==> config.mk <==
export PLATFORM = sky130hd
export DESIGN_NAME = rgb_to_hsl_convert_top
export DESIGN_NICKNAME = d
export VERILOG_FILES = /design/src/design/rhc_pkg.sv /design/src/design/rhc_divider.sv /design/src/design/rgb_to_hsl_convert_top.sv
export SDC_FILE = /design/constraint.sdc
export NUM_CORES = 2
export LEC_CHECK = 0
export ABC_AREA = 1
export BUFFER_PORTS_ARGS = -buffer_cell sky130_fd_sc_hd__buf_2
export CAP_MARGIN = 40
export CORE_ASPECT_RATIO = 1.25
export CORE_UTILIZATION = 39
export CTS_CLUSTER_DIAMETER = 60
export DETAILED_ROUTE_END_ITERATION = 7
export PLACE_DENSITY = 0.62
export SLEW_MARGIN = 20
export SYNTH_ARGS = -nofsm -noshare
export SYNTH_HDL_FRONTEND = slang
export SYNTH_SLANG_ARGS = --single-unit
==> constraint.sdc <==
create_clock -name clk -period 24.7 [get_ports clk]
set_clock_uncertainty 0.05 [all_clocks]
set_input_delay 3.705 -clock clk [delete_from_list [all_inputs] [get_ports clk]]
set_output_delay 3.705 -clock clk [all_outputs]
set_load 0.005 [all_outputs]
==> src/design/rhc_pkg.sv <==
// Shared types and constants of the RGB to HSL converter.
package rhc_pkg;

  localparam int CHAN_W = 8;
  localparam int HUE_W  = 15;
  localparam int SUM_W  = 9;
  localparam int QH_W   = 12;
  localparam int QS_W   = 8;
  localparam int NH_W   = QH_W + CHAN_W;
  localparam int NS_W   = QS_W + CHAN_W;

  localparam logic [CHAN_W-1:0] FULL_SCALE = 8'd255;
  localparam logic [SUM_W-1:0]  SUM_HALF   = 9'd255;
  localparam logic [SUM_W-1:0]  SUM_FULL   = 9'd510;
  localparam logic [HUE_W-1:0]  HUE_GREEN  = 15'd7680;
  localparam logic [HUE_W-1:0]  HUE_BLUE   = 15'd15360;
  localparam logic [HUE_W-1:0]  HUE_TURN   = 15'd23040;

  typedef enum logic [1:0] {
    SECTOR_RED,
    SECTOR_GREEN,
    SECTOR_BLUE
  } sector_t;

  typedef struct packed {
    logic              grey;
    logic              neg;
    sector_t           sector;
    logic [SUM_W-1:0]  sum;
    logic [CHAN_W-1:0] alpha;
  } side_t;

endpackage

==> src/design/rhc_divider.sv <==
// Pipelined restoring divider, one hue and up to one saturation quotient bit per stage.
module rhc_divider
  import rhc_pkg::*;
(
  input  logic              clk,
  input  logic              rst,
  input  logic              en,
  input  logic              in_valid,
  input  logic [NH_W-1:0]   num_hue,
  input  logic [CHAN_W-1:0] den_hue,
  input  logic [NS_W-1:0]   num_sat,
  input  logic [CHAN_W-1:0] den_sat,
  input  side_t             side_in,
  output logic              out_valid,
  output logic [QH_W-1:0]   quo_hue,
  output logic [QS_W-1:0]   quo_sat,
  output side_t             side_out
);

  function automatic logic [CHAN_W+QH_W-1:0] step_h(logic [CHAN_W-1:0] rem,
                                                    logic [QH_W-1:0] work,
                                                    logic [CHAN_W-1:0] d);
    logic [CHAN_W:0] t;
    logic [CHAN_W:0] diff;
    t = {rem, work[QH_W-1]};
    diff = t - {1'b0, d};
    if (t >= {1'b0, d}) begin
      return {diff[CHAN_W-1:0], work[QH_W-2:0], 1'b1};
    end
    return {t[CHAN_W-1:0], work[QH_W-2:0], 1'b0};
  endfunction

  function automatic logic [CHAN_W+QS_W-1:0] step_s(logic [CHAN_W-1:0] rem,
                                                    logic [QS_W-1:0] work,
                                                    logic [CHAN_W-1:0] d);
    logic [CHAN_W:0] t;
    logic [CHAN_W:0] diff;
    t = {rem, work[QS_W-1]};
    diff = t - {1'b0, d};
    if (t >= {1'b0, d}) begin
      return {diff[CHAN_W-1:0], work[QS_W-2:0], 1'b1};
    end
    return {t[CHAN_W-1:0], work[QS_W-2:0], 1'b0};
  endfunction

  logic              valid [QH_W];
  logic [CHAN_W-1:0] rem_h [QH_W];
  logic [QH_W-1:0]   work_h[QH_W];
  logic [CHAN_W-1:0] d_h   [QH_W];
  logic [CHAN_W-1:0] rem_s [QH_W];
  logic [QS_W-1:0]   work_s[QH_W];
  logic [CHAN_W-1:0] d_s   [QH_W];
  side_t             side  [QH_W];

  for (genvar k = 0; k < QH_W; k++) begin : g_stage
    logic              v_src;
    logic [CHAN_W-1:0] rh_src;
    logic [QH_W-1:0]   wh_src;
    logic [CHAN_W-1:0] dh_src;
    logic [CHAN_W-1:0] rs_src;
    logic [QS_W-1:0]   ws_src;
    logic [CHAN_W-1:0] ds_src;
    side_t             side_src;

    if (k == 0) begin : g_first
      assign v_src    = in_valid;
      assign rh_src   = num_hue[NH_W-1:QH_W];
      assign wh_src   = num_hue[QH_W-1:0];
      assign dh_src   = den_hue;
      assign rs_src   = num_sat[NS_W-1:QS_W];
      assign ws_src   = num_sat[QS_W-1:0];
      assign ds_src   = den_sat;
      assign side_src = side_in;
    end else begin : g_next
      assign v_src    = valid[k-1];
      assign rh_src   = rem_h[k-1];
      assign wh_src   = work_h[k-1];
      assign dh_src   = d_h[k-1];
      assign rs_src   = rem_s[k-1];
      assign ws_src   = work_s[k-1];
      assign ds_src   = d_s[k-1];
      assign side_src = side[k-1];
    end

    always_ff @(posedge clk) begin
      if (rst) begin
        valid[k] <= 1'b0;
      end else if (en) begin
        valid[k] <= v_src;
      end
    end

    always_ff @(posedge clk) begin
      if (en) begin
        {rem_h[k], work_h[k]} <= step_h(rh_src, wh_src, dh_src);
        d_h[k]  <= dh_src;
        d_s[k]  <= ds_src;
        side[k] <= side_src;
        if (k < QS_W) begin
          {rem_s[k], work_s[k]} <= step_s(rs_src, ws_src, ds_src);
        end else begin
          rem_s[k]  <= rs_src;
          work_s[k] <= ws_src;
        end
      end
    end
  end

  assign out_valid = valid[QH_W-1];
  assign quo_hue   = work_h[QH_W-1];
  assign quo_sat   = work_s[QH_W-1];
  assign side_out  = side[QH_W-1];

endmodule

==> src/design/rgb_to_hsl_convert_top.sv <==
// Top level of the RGB to HSL pixel converter.
//
//  channel | direction | handshake            | word
//  --------+-----------+----------------------+----------------------------------------
//  in      | input     | in_valid / in_ready  | red, green, blue, alpha
//  out     | output    | out_valid / out_ready| hue, saturation, lightness_sum, alpha_out
//
// One pixel per cycle unless the output word is held; the pipe is two front stages, a
// twelve-stage divider taking one quotient bit per stage, and the output register.
// Reset clears every valid bit; payload registers are left as they are.
// The whole pipeline holds while the output word waits, so in_ready is
// low only when out_valid is high and out_ready is low.
module rgb_to_hsl_convert_top
  import rhc_pkg::*;
(
  input  logic              clk,
  input  logic              rst,
  input  logic              in_valid,
  output logic              in_ready,
  input  logic [CHAN_W-1:0] red,
  input  logic [CHAN_W-1:0] green,
  input  logic [CHAN_W-1:0] blue,
  input  logic [CHAN_W-1:0] alpha,
  output logic              out_valid,
  input  logic              out_ready,
  output logic [HUE_W-1:0]  hue,
  output logic [CHAN_W-1:0] saturation,
  output logic [SUM_W-1:0]  lightness_sum,
  output logic [CHAN_W-1:0] alpha_out
);

  logic en;
  assign en       = !out_valid || out_ready;
  assign in_ready = en;

  logic [CHAN_W-1:0] hi_c, lo_c, rg_max, rg_min, mag_c;
  logic [SUM_W-1:0]  sum_c, diff_c, neg_diff_c;
  sector_t           sector_c;

  always_comb begin
    rg_max = (red >= green) ? red : green;
    rg_min = (red <= green) ? red : green;
    hi_c   = (rg_max >= blue) ? rg_max : blue;
    lo_c   = (rg_min <= blue) ? rg_min : blue;
    sum_c  = {1'b0, hi_c} + {1'b0, lo_c};
    if (red >= hi_c) begin
      sector_c = SECTOR_RED;
      diff_c   = {1'b0, green} - {1'b0, blue};
    end else if (green >= hi_c) begin
      sector_c = SECTOR_GREEN;
      diff_c   = {1'b0, blue} - {1'b0, red};
    end else begin
      sector_c = SECTOR_BLUE;
      diff_c   = {1'b0, red} - {1'b0, green};
    end
    neg_diff_c = '0 - diff_c;
    mag_c      = diff_c[SUM_W-1] ? neg_diff_c[CHAN_W-1:0] : diff_c[CHAN_W-1:0];
  end

  logic              v1;
  logic [CHAN_W-1:0] delta1, mag1;
  side_t             side1;

  always_ff @(posedge clk) begin
    if (rst) begin
      v1 <= 1'b0;
    end else if (en) begin
      v1 <= in_valid;
    end
  end

  always_ff @(posedge clk) begin
    if (en) begin
      delta1       <= hi_c - lo_c;
      mag1         <= mag_c;
      side1.grey   <= (hi_c == lo_c);
      side1.neg    <= diff_c[SUM_W-1];
      side1.sector <= sector_c;
      side1.sum    <= sum_c;
      side1.alpha  <= alpha;
    end
  end

  logic [SUM_W-1:0]  far_c;
  logic [CHAN_W-1:0] den_c;

  always_comb begin
    far_c = SUM_FULL - side1.sum;
    den_c = (side1.sum <= SUM_HALF) ? side1.sum[CHAN_W-1:0] : far_c[CHAN_W-1:0];
  end

  logic              v2;
  logic [NH_W-1:0]   num_h2;
  logic [NS_W-1:0]   num_s2;
  logic [CHAN_W-1:0] den_h2, den_s2;
  side_t             side2;

  always_ff @(posedge clk) begin
    if (rst) begin
      v2 <= 1'b0;
    end else if (en) begin
      v2 <= v1;
    end
  end

  always_ff @(posedge clk) begin
    if (en) begin
      num_h2 <= {mag1, {QH_W{1'b0}}} - {{(NH_W-CHAN_W-8){1'b0}}, mag1, 8'd0};
      num_s2 <= {delta1, {QS_W{1'b0}}} - {{QS_W{1'b0}}, delta1};
      den_h2 <= delta1;
      den_s2 <= den_c;
      side2  <= side1;
    end
  end

  logic              dv;
  logic [QH_W-1:0]   quo_h;
  logic [QS_W-1:0]   quo_s;
  side_t             side_d;

  rhc_divider u_divider (
    .clk      (clk),
    .rst      (rst),
    .en       (en),
    .in_valid (v2),
    .num_hue  (num_h2),
    .den_hue  (den_h2),
    .num_sat  (num_s2),
    .den_sat  (den_s2),
    .side_in  (side2),
    .out_valid(dv),
    .quo_hue  (quo_h),
    .quo_sat  (quo_s),
    .side_out (side_d)
  );

  logic [HUE_W-1:0] q15, base_c, hue_c;

  always_comb begin
    q15 = {{(HUE_W-QH_W){1'b0}}, quo_h};
    case (side_d.sector)
      SECTOR_GREEN: base_c = HUE_GREEN;
      SECTOR_BLUE:  base_c = HUE_BLUE;
      default:      base_c = side_d.neg ? HUE_TURN : '0;
    endcase
    if (side_d.grey) begin
      hue_c = '0;
    end else if (side_d.neg) begin
      hue_c = base_c - q15;
    end else begin
      hue_c = base_c + q15;
    end
  end

  always_ff @(posedge clk) begin
    if (rst) begin
      out_valid <= 1'b0;
    end else if (en) begin
      out_valid <= dv;
    end
  end

  always_ff @(posedge clk) begin
    if (en) begin
      hue           <= hue_c;
      saturation    <= side_d.grey ? '0 : quo_s;
      lightness_sum <= side_d.sum;
      alpha_out     <= side_d.alpha;
    end
  end

`ifndef SYNTH
  a_hold_when_stalled: assert property (@(posedge clk) disable iff (rst)
    (out_valid && !out_ready) |-> !in_ready)
    else $error("input taken while output word is held");

  a_hue_range: assert property (@(posedge clk) disable iff (rst)
    out_valid |-> (hue < HUE_TURN))
    else $error("hue out of range");

  a_extreme_grey: assert property (@(posedge clk) disable iff (rst)
    (out_valid && (lightness_sum == '0 || lightness_sum == SUM_FULL))
      |-> (hue == '0 && saturation == '0))
    else $error("black or white pixel with hue or saturation");

  a_advance: assert property (@(posedge clk) disable iff (rst)
    (dv && out_valid && out_ready) |=> out_valid)
    else $error("finished word lost between divider and output");
`endif

endmodule
== Yosys cells after proc, flatten, opt, wreduce, memory -nomap -nowiden ==
Memories as Yosys holds them, arrays and structs flattened. A register that Yosys moved wholly into a read port is not among the register bits.
Index checks and enable logic that the tools add are counted.
Storage, ports and cells
  register bits: 536
  RAM bits: 456
  bits of input ports: 36
  output and inout port bits: 42
  memories: 4
Cells by class
  add/sub/neg operators: 29
  magnitude comparators: 27
  equal/unequal tests: 3
  mux-type cells: 110
  bitwise logic cells: 12
  reduce and logical (&&, ||, !) cells: 2
Memories
  u_divider.side: words 12, bits a word 21, read ports 12, clocked after memory_dff 0, write ports 12, line rhc_divider.sv:53  | side_t side [QH_W];
  u_divider.d_h: words 12, bits a word 8, read ports 11, clocked after memory_dff 0, write ports 12, line rhc_divider.sv:49  | logic [CHAN_W-1:0] d_h [QH_W];
  u_divider.d_s: words 12, bits a word 8, read ports 11, clocked after memory_dff 0, write ports 12, line rhc_divider.sv:52  | logic [CHAN_W-1:0] d_s [QH_W];
  u_divider.valid: words 12, bits a word 1, read ports 12, clocked after memory_dff 1, write ports 12, line rhc_divider.sv:46  | logic valid [QH_W];
Operators by type and width (count)
  $mux W20: 22
  $mux W16: 14
  $ge A9 B8 Y1: 20
  $sub A8 B8 Y8: 19
  $mux W8: 8
  $mux W1: 58
  $ge A8 B8 Y1: 4
  $mux W15: 2
  $pmux W15 S2: 1
  $sub A8 B8 Y9: 3
  $mux W12: 2
  $sub A20 B16 Y20: 1
  $mux W9: 2
  $le A8 B8 Y1: 2
  $sub A16 B8 Y16: 1
  $add A15 B12 Y15: 1
  $sub A15 B12 Y15: 1
  $or A1 B1 Y1: 12
  $add A8 B8 Y9: 1
  $le A9 B8 Y1 const B: 1
  $eq A8 B8 Y1: 1
  $sub A1 B8 Y8 const A: 1
  $sub A8 B8 Y8 const A: 1
  $eq A2 B1 Y1 const B: 1
  4 further kinds: 4

== Longest topological paths before layout ==
  word-level depth: 9
  gate-level depth with buffers: 47
  gate-level depth less buffers: 44

== By module ==
A second synthesis with hierarchy kept.
Second synthesis, totals
  cell total of the unflattened synthesis: 3808
  area total of the unflattened synthesis: 43387.9 µm²
By module, submodules not included
  rhc_divider: times used 1, cells an instance 2875, area an instance 34624.5 µm², seq. area each 23782.8 µm²
  rgb_to_hsl_convert_top: times used 1, cells an instance 933, area an instance 8763.4 µm², seq. area each 4204.0 µm²

== Worst setup path before layout ==
OpenSTA, ideal clock, no wires.
  path type: input port to output port
  start point: in out_ready
  end point: out in_ready
  arrival time: 19.737 ns
  data required time: 20.945 ns
  setup slack: 1.208 ns
  stages on the path: 2
  path buffers: 0
  path through: nor2_1 -> inv_1
On the way
  word-level cells in the longest chain between the ends: 1
RTL lines
  start, declared: line rgb_to_hsl_convert_top.sv:25  | input logic out_ready,
  $logic_or A1 B1 Y1: line rgb_to_hsl_convert_top.sv:33  | assign en = !out_valid || out_ready;
  end, declared: line rgb_to_hsl_convert_top.sv:19  | output logic in_ready,
No other way between the ends.

== Final worst setup path ==
  start point: in green[1]
  end point: reg mag1[4], data pin
On the way
  word-level cells in the longest chain between the ends: 9
RTL lines
  start, declared: line rgb_to_hsl_convert_top.sv:21  | input logic [CHAN_W-1:0] green,
  $ge A8 B8 Y1: line rgb_to_hsl_convert_top.sv:41  | rg_max = (red >= green) ? red : green;
  $mux W8: line rgb_to_hsl_convert_top.sv:41
  $ge A8 B8 Y1: line rgb_to_hsl_convert_top.sv:43  | hi_c = (rg_max >= blue) ? rg_max : blue;
  $mux W8: line rgb_to_hsl_convert_top.sv:43
  $ge A8 B8 Y1: line rgb_to_hsl_convert_top.sv:49  | end else if (green >= hi_c) begin
  $mux W9: line rgb_to_hsl_convert_top.sv:49
  $mux W9 *: line rgb_to_hsl_convert_top.sv:46  | if (red >= hi_c) begin
  $sub A1 B8 Y8: line rgb_to_hsl_convert_top.sv:56  | neg_diff_c = '0 - diff_c;
  $mux W8 *: line rgb_to_hsl_convert_top.sv:57  | mag_c = diff_c[SUM_W-1] ? neg_diff_c[CHAN_W-1:0] : diff_c[CHAN_W-1:0];
  net mag_c[4]: line rgb_to_hsl_convert_top.sv:36  | logic [CHAN_W-1:0] hi_c, lo_c, rg_max, rg_min, mag_c;
  end signal, assigned: line rgb_to_hsl_convert_top.sv:75  | mag1 <= mag_c;
  end, declared: line rgb_to_hsl_convert_top.sv:61  | logic [CHAN_W-1:0] delta1, mag1;
The timed path passes the listed nets; every way through them passes the cells marked *.
A chain may end at the register's enable or synchronous reset.

==> results <==
- The run finished with clean final reports.
- Once detailed placement completed, the half-perimeter wirelength came to 41800 um.
- The die covers 97100 um^2.
- The largest single stage delay on the critical path is 0.57 ns.
- The area taken by flip-flops and latches is 25400 um^2.
- Leaving out fill and tap cells, the most frequent cell in the layout is sky130_fd_sc_hd__edfxtp_1.
- The number of nets in the final layout is 3312.
- Counting both buffers and inverters, the worst setup path holds a total of 5.
- The total vias in the final route is 20100.
- The maximum level of the CTS H-tree is 3.
- Along the worst path, the maximum fanout reaches 14.
- The fill cell total of the finished layout is 8506.
- Subtracting the final worst setup slack from the clock period gives 9.00 ns.
- The fraction of registers with async set or reset after synthesis is 0%.
- In the layout the commonest cells are sky130_fd_sc_hd__edfxtp_1 (845), sky130_fd_sc_hd__inv_1 (431), sky130_fd_sc_hd__nand2_1 (268), sky130_fd_sc_hd__nor2_1 (263), sky130_fd_sc_hd__ha_1 (240).
- Dividing total power by cell area gives a power density of 144 nW/um^2.
- The initial antenna violation count is 1.
- The average cell area after synthesis is 13.1 um^2.
- Data arrives at the worst endpoint at 9.35 ns.
- The count of final max-slew check failures is 0.
- The count of warnings emitted by yosys is 0.
- After global routing the overflow that remains totals 0.
- The number of placed instances, taps included, is 4199.
- TritonCTS built the clock tree.
- The count of hold-fix buffers inserted at cts is 0.
- The worst register-to-register path has a setup slack of 20.52 ns.
- By area the synthesized netlist is led by sky130_fd_sc_hd__edfxtp_1 (68%), sky130_fd_sc_hd__ha_1 (8.0%), sky130_fd_sc_hd__inv_1 (4.3%), sky130_fd_sc_hd__a21oi_1 (2.8%), sky130_fd_sc_hd__nand2_1 (2.7%).
- The non-filler instance count after layout is 4364.
- The synthesis-stage register bit count is 848.
- The reg-to-reg endpoint is u_divider.d_s[0][20].
- Once the floorplan was initialized, standard cells occupied 39.4% of the core.
- The leading area contributor after synthesis is sky130_fd_sc_hd__edfxtp_1.
- Summing all multi-input logic gate instances after layout gives 10200 um^2.
- The launching instance or port of the critical path is green[1].
- The transition time of the tightest slew-check pin is 0.908 ns.
- The number of DRC violations after detailed-routing iteration 0 is 1054.
- Measured against the total synthesized area, the mux share comes to 0.0569%.
- The horizontal die dimension is 279 um.
- Counting distinct cell types in the post-synthesis netlist gives 57.
- The overall routed net length is 58700 um.
- The proportion of synthesized chip area in sequential cells is 68.1%.
- Across the run, the number of max-cap violations was 0.
- Summing the areas of all fa, ha and maj instances in the mapped netlist gives 9.27% of the synthesized area.
- Yosys mapped a number of flops with a built-in enable equal to 845.
- Of the post-synthesis cell area, the dominant cell type holds 67.9%.
- The CTS clock-pin slew for the worst setup and hold paths is 0.06 ns.
- The maximum number of pins on one net before global-route repair is 173.
- In this run the count of I/O pins placed on the die edge is 78.
- Setup repair after global routing left no endpoint under its margin.
- Headroom to the max-slew limit came out at 39.5%.
- The initialized floorplan defines 126 standard-cell rows.
- The clock reaches the later pin of the worst-skew pair after 0.65 ns.
- The largest individual stage delay along the critical path comes from the cell sky130_fd_sc_hd__o21ai_0.
- The area added between synthesis and finish is 13.4%.
- The number of buffers on the longest clock path is 3.
- Setup violations remaining at the end of the flow were counted as 0.
- The end point of the critical path is mag1[4].
- The depth of the critical timing path with buffers and inverters included is 29.
- The synthesized-area fraction occupied by ao, oa, aoi and oai cells is 6.79%.
- The worst register-to-register path has a depth of 9.
- The first-pass detailed-route iteration total is 5.
- In this run the tool buffered the top-level ports with 77 buffer cells.
- The most repeated library cell on the critical path is sky130_fd_sc_hd__ha_1.
- The number of buffers added by the clock tree synthesis step is 86.
- Summed over all cells, the static leakage comes to 0.0176 uW.
- Synthesis produced a netlist with a net count of 3156.
- The detail route stage leaves a number of antenna-violating nets equal to 0.
- The total count of hold-check failures in the final report is 0.
- The worst register-to-register path begins at out_valid.
- The worst hold path class is reg2reg.
- For this run, the total global-route usage over all layers was measured as 12.3%.
- The number of global-route vias before repair is 20000.
- Summed over all failing endpoints, the final setup total negative slack is 0 ns.
- The total number of clock tree sinks is 848.
- The synthesized netlist occupies a cell area of 37400 um^2.
- The worst setup path is launched from an input pin.
- In the routed design, unresolved DRC markers number 0.
- By area, the combinational part of the netlist is dominated by adder cells.
- The upper clock frequency limit is 0.111 GHz.
- The most used flip-flop cell after synthesis is sky130_fd_sc_hd__edfxtp_1.
- The synthesized-area fraction occupied by xor and xnor cells is 3.45%.
- Of the cells placed in the final design, the portion with a size suffix greater than 1 is 8.66%.
- The library cell used as clock root buffer is sky130_fd_sc_hd__clkbuf_16.
- The post-CTS setup-driven buffer insertion count is 0.
- The highest ir drop seen on vdd is 0.0591 mV.
- Measured along the y axis, the die boundary spans 348 um.
- Once the clock tree was built, the resizer swapped 0 gates to a different size.
- The worst path required time is 25.05 ns.
- Synthesis produced a netlist whose cell count is 2857.
- Summing the areas of all and, or, nand and nor instances in the mapped netlist gives 7.59% of the synthesized area.
- After detailed routing, the average wire length per cell comes to 13.4 um.
- The first global-routing pass estimated 95900 um of wire.
- The standard cell core area is 94700 um^2.
- The congestion estimate from routability-driven global placement came to 0.872.
- The critical path capture point type is a flip-flop.
- Grouping stages by cell kind, the critical path spends the most delay in compound AO/OA/AOI/OAI gates.
- The worst path uses 36.4% of the clock period.
- The kind of critical path is in2reg.
- The ratio of routed vias to standard cells is 4.60.
per-stage QoR:
stage / worst slack (ns) / power (uW) / hold WS, ns / cell area, um^2 / util [%]
floorplan: 1.21 / 4320 / 0.350 / 37400 / -
global placement: 15.07 / 4780 / 0.350 / 39300 / 41.5
detailed placement: 14.97 / 4850 / 0.355 / 39400 / 41.6
CTS: 15.68 / 6170 / 0.334 / 42200 / 44.6
global route: 15.16 / 6600 / 0.342 / 42400 / 44.7
finish: 15.70 / 6080 / 0.348 / 42400 / 44.7
how the worst min path moves through the flow:
| stage | endpoint | slack [ns] | from | cells after the start |
|---|---|---|---|---|
| 2_1_floorplan | alpha_out[0] | 0.35 | u_divider.side[2][63] | 0 |
| 3_3_place_gp | u_divider.quo_hue[5] | 0.35 | u_divider.g_stage[11].wh_src[4] | 0 |
| 3_5_place_dp | side2[17] | 0.35 | side1[17] | 0 |
| 4_1_cts | u_divider.g_stage[5].wh_src[3] | 0.33 | u_divider.g_stage[4].wh_src[2] | 0 |
| 5_1_grt | u_divider.g_stage[5].wh_src[3] | 0.34 | u_divider.g_stage[4].wh_src[2] | 0 |
| 6_report | u_divider.g_stage[5].wh_src[3] | 0.35 | u_divider.g_stage[4].wh_src[2] | 0 |
worst reg2reg max path: stages (launching register included):
cell and delay, ns:
sky130_fd_sc_hd__dfxtp_1 0.31, sky130_fd_sc_hd__inv_1 0.05, sky130_fd_sc_hd__nor2_1 0.09, sky130_fd_sc_hd__inv_8 0.34, sky130_fd_sc_hd__buf_4 0.69, sky130_fd_sc_hd__buf_12 0.68, sky130_fd_sc_hd__buf_4 0.65, sky130_fd_sc_hd__buf_16 0.29
sky130_fd_sc_hd__buf_4 0.45, sky130_fd_sc_hd__buf_12 0.29
where the power goes:
group          switching (uW)  total [uW]  leakage [uW]  internal (uW)
Clock                     535        1290       0.00139            753
Combinational            1200        2070       0.00732            863
Sequential                268        2730       0.00888           2460
Total                    2010        6080        0.0176           4080
cell families (layout without fill, tap and decap cells):
group           Yosys count  after routing
buf+inv                 469            695
flops                   848            848
compound gates          457            457
mux                       2              2
simple gates            671            671
other cells               0              1
fa+ha+maj               263            263
xor+xnor                147            147
flip-flops by register name (all words and copies together), names as in the netlist, 15 cells and up:
register and cells:
hue 15, num_s2 16, side1 20, side2 20
u_divider.d_h 80, u_divider.d_s 53, u_divider.g_stage.rh_src 88, u_divider.g_stage.rs_src 56
u_divider.g_stage.wh_src 72, u_divider.g_stage.ws_src 81, u_divider.side 245
metal layers:
| layer | wire length, um | track usage (%) | up-vias |
|---|---|---|---|
| li1 | - | - | 10300 |
| met1 | 22100 | 12.2 | 9345 |
| met2 | 31900 | 23.6 | 261 |
| met3 | 1980 | 2.32 | 146 |
| met4 | 2730 | 6.69 | 0 |
| met5 | 0 | 0 | - |
synthesized netlist by cell type, types with 2 or more instances:
cell / instances
sky130_fd_sc_hd__a31oi_1: 8
sky130_fd_sc_hd__nand3_1: 51
sky130_fd_sc_hd__o22ai_1: 6
sky130_fd_sc_hd__nand2_4: 3
sky130_fd_sc_hd__clkbuf_1: 25
sky130_fd_sc_hd__or3_1: 4
sky130_fd_sc_hd__nor4_1: 5
sky130_fd_sc_hd__xnor2_1: 43
sky130_fd_sc_hd__a21oi_2: 2
sky130_fd_sc_hd__nor3b_1: 2
sky130_fd_sc_hd__a211oi_1: 21
sky130_fd_sc_hd__inv_1: 432
sky130_fd_sc_hd__nand4_1: 14
sky130_fd_sc_hd__a21oi_1: 211
sky130_fd_sc_hd__o21bai_1: 16
sky130_fd_sc_hd__inv_2: 5
sky130_fd_sc_hd__nor3_1: 25
sky130_fd_sc_hd__a2111o_1: 3
sky130_fd_sc_hd__nor2_1: 263
sky130_fd_sc_hd__buf_6: 3
sky130_fd_sc_hd__o41ai_1: 5
sky130_fd_sc_hd__ha_1: 240
sky130_fd_sc_hd__o21a_1: 8
sky130_fd_sc_hd__dfxtp_1: 3
sky130_fd_sc_hd__nand3b_1: 5
sky130_fd_sc_hd__o31ai_1: 12
sky130_fd_sc_hd__nand2_2: 12
sky130_fd_sc_hd__or2_2: 5
sky130_fd_sc_hd__o211ai_1: 2
sky130_fd_sc_hd__o21ai_1: 8
sky130_fd_sc_hd__o21ai_0: 146
sky130_fd_sc_hd__xor2_1: 104
sky130_fd_sc_hd__nor2_2: 3
sky130_fd_sc_hd__nand2_1: 268
sky130_fd_sc_hd__fa_1: 23
sky130_fd_sc_hd__edfxtp_1: 845
sky130_fd_sc_hd__nand3_2: 5
sky130_fd_sc_hd__nand4_2: 2
area by class of cell:
type	count	area share, %
inverter	439	3.92
clock inverter	51	1.26
timing repair buffer	98	1.58
tap	1280	3.78
antenna	1	0.00591
sequential	848	60.0
multi-input combinational	1540	24.0
clock buffer	107	5.44
No activity file was read; power rests on OpenSTA's default activity.
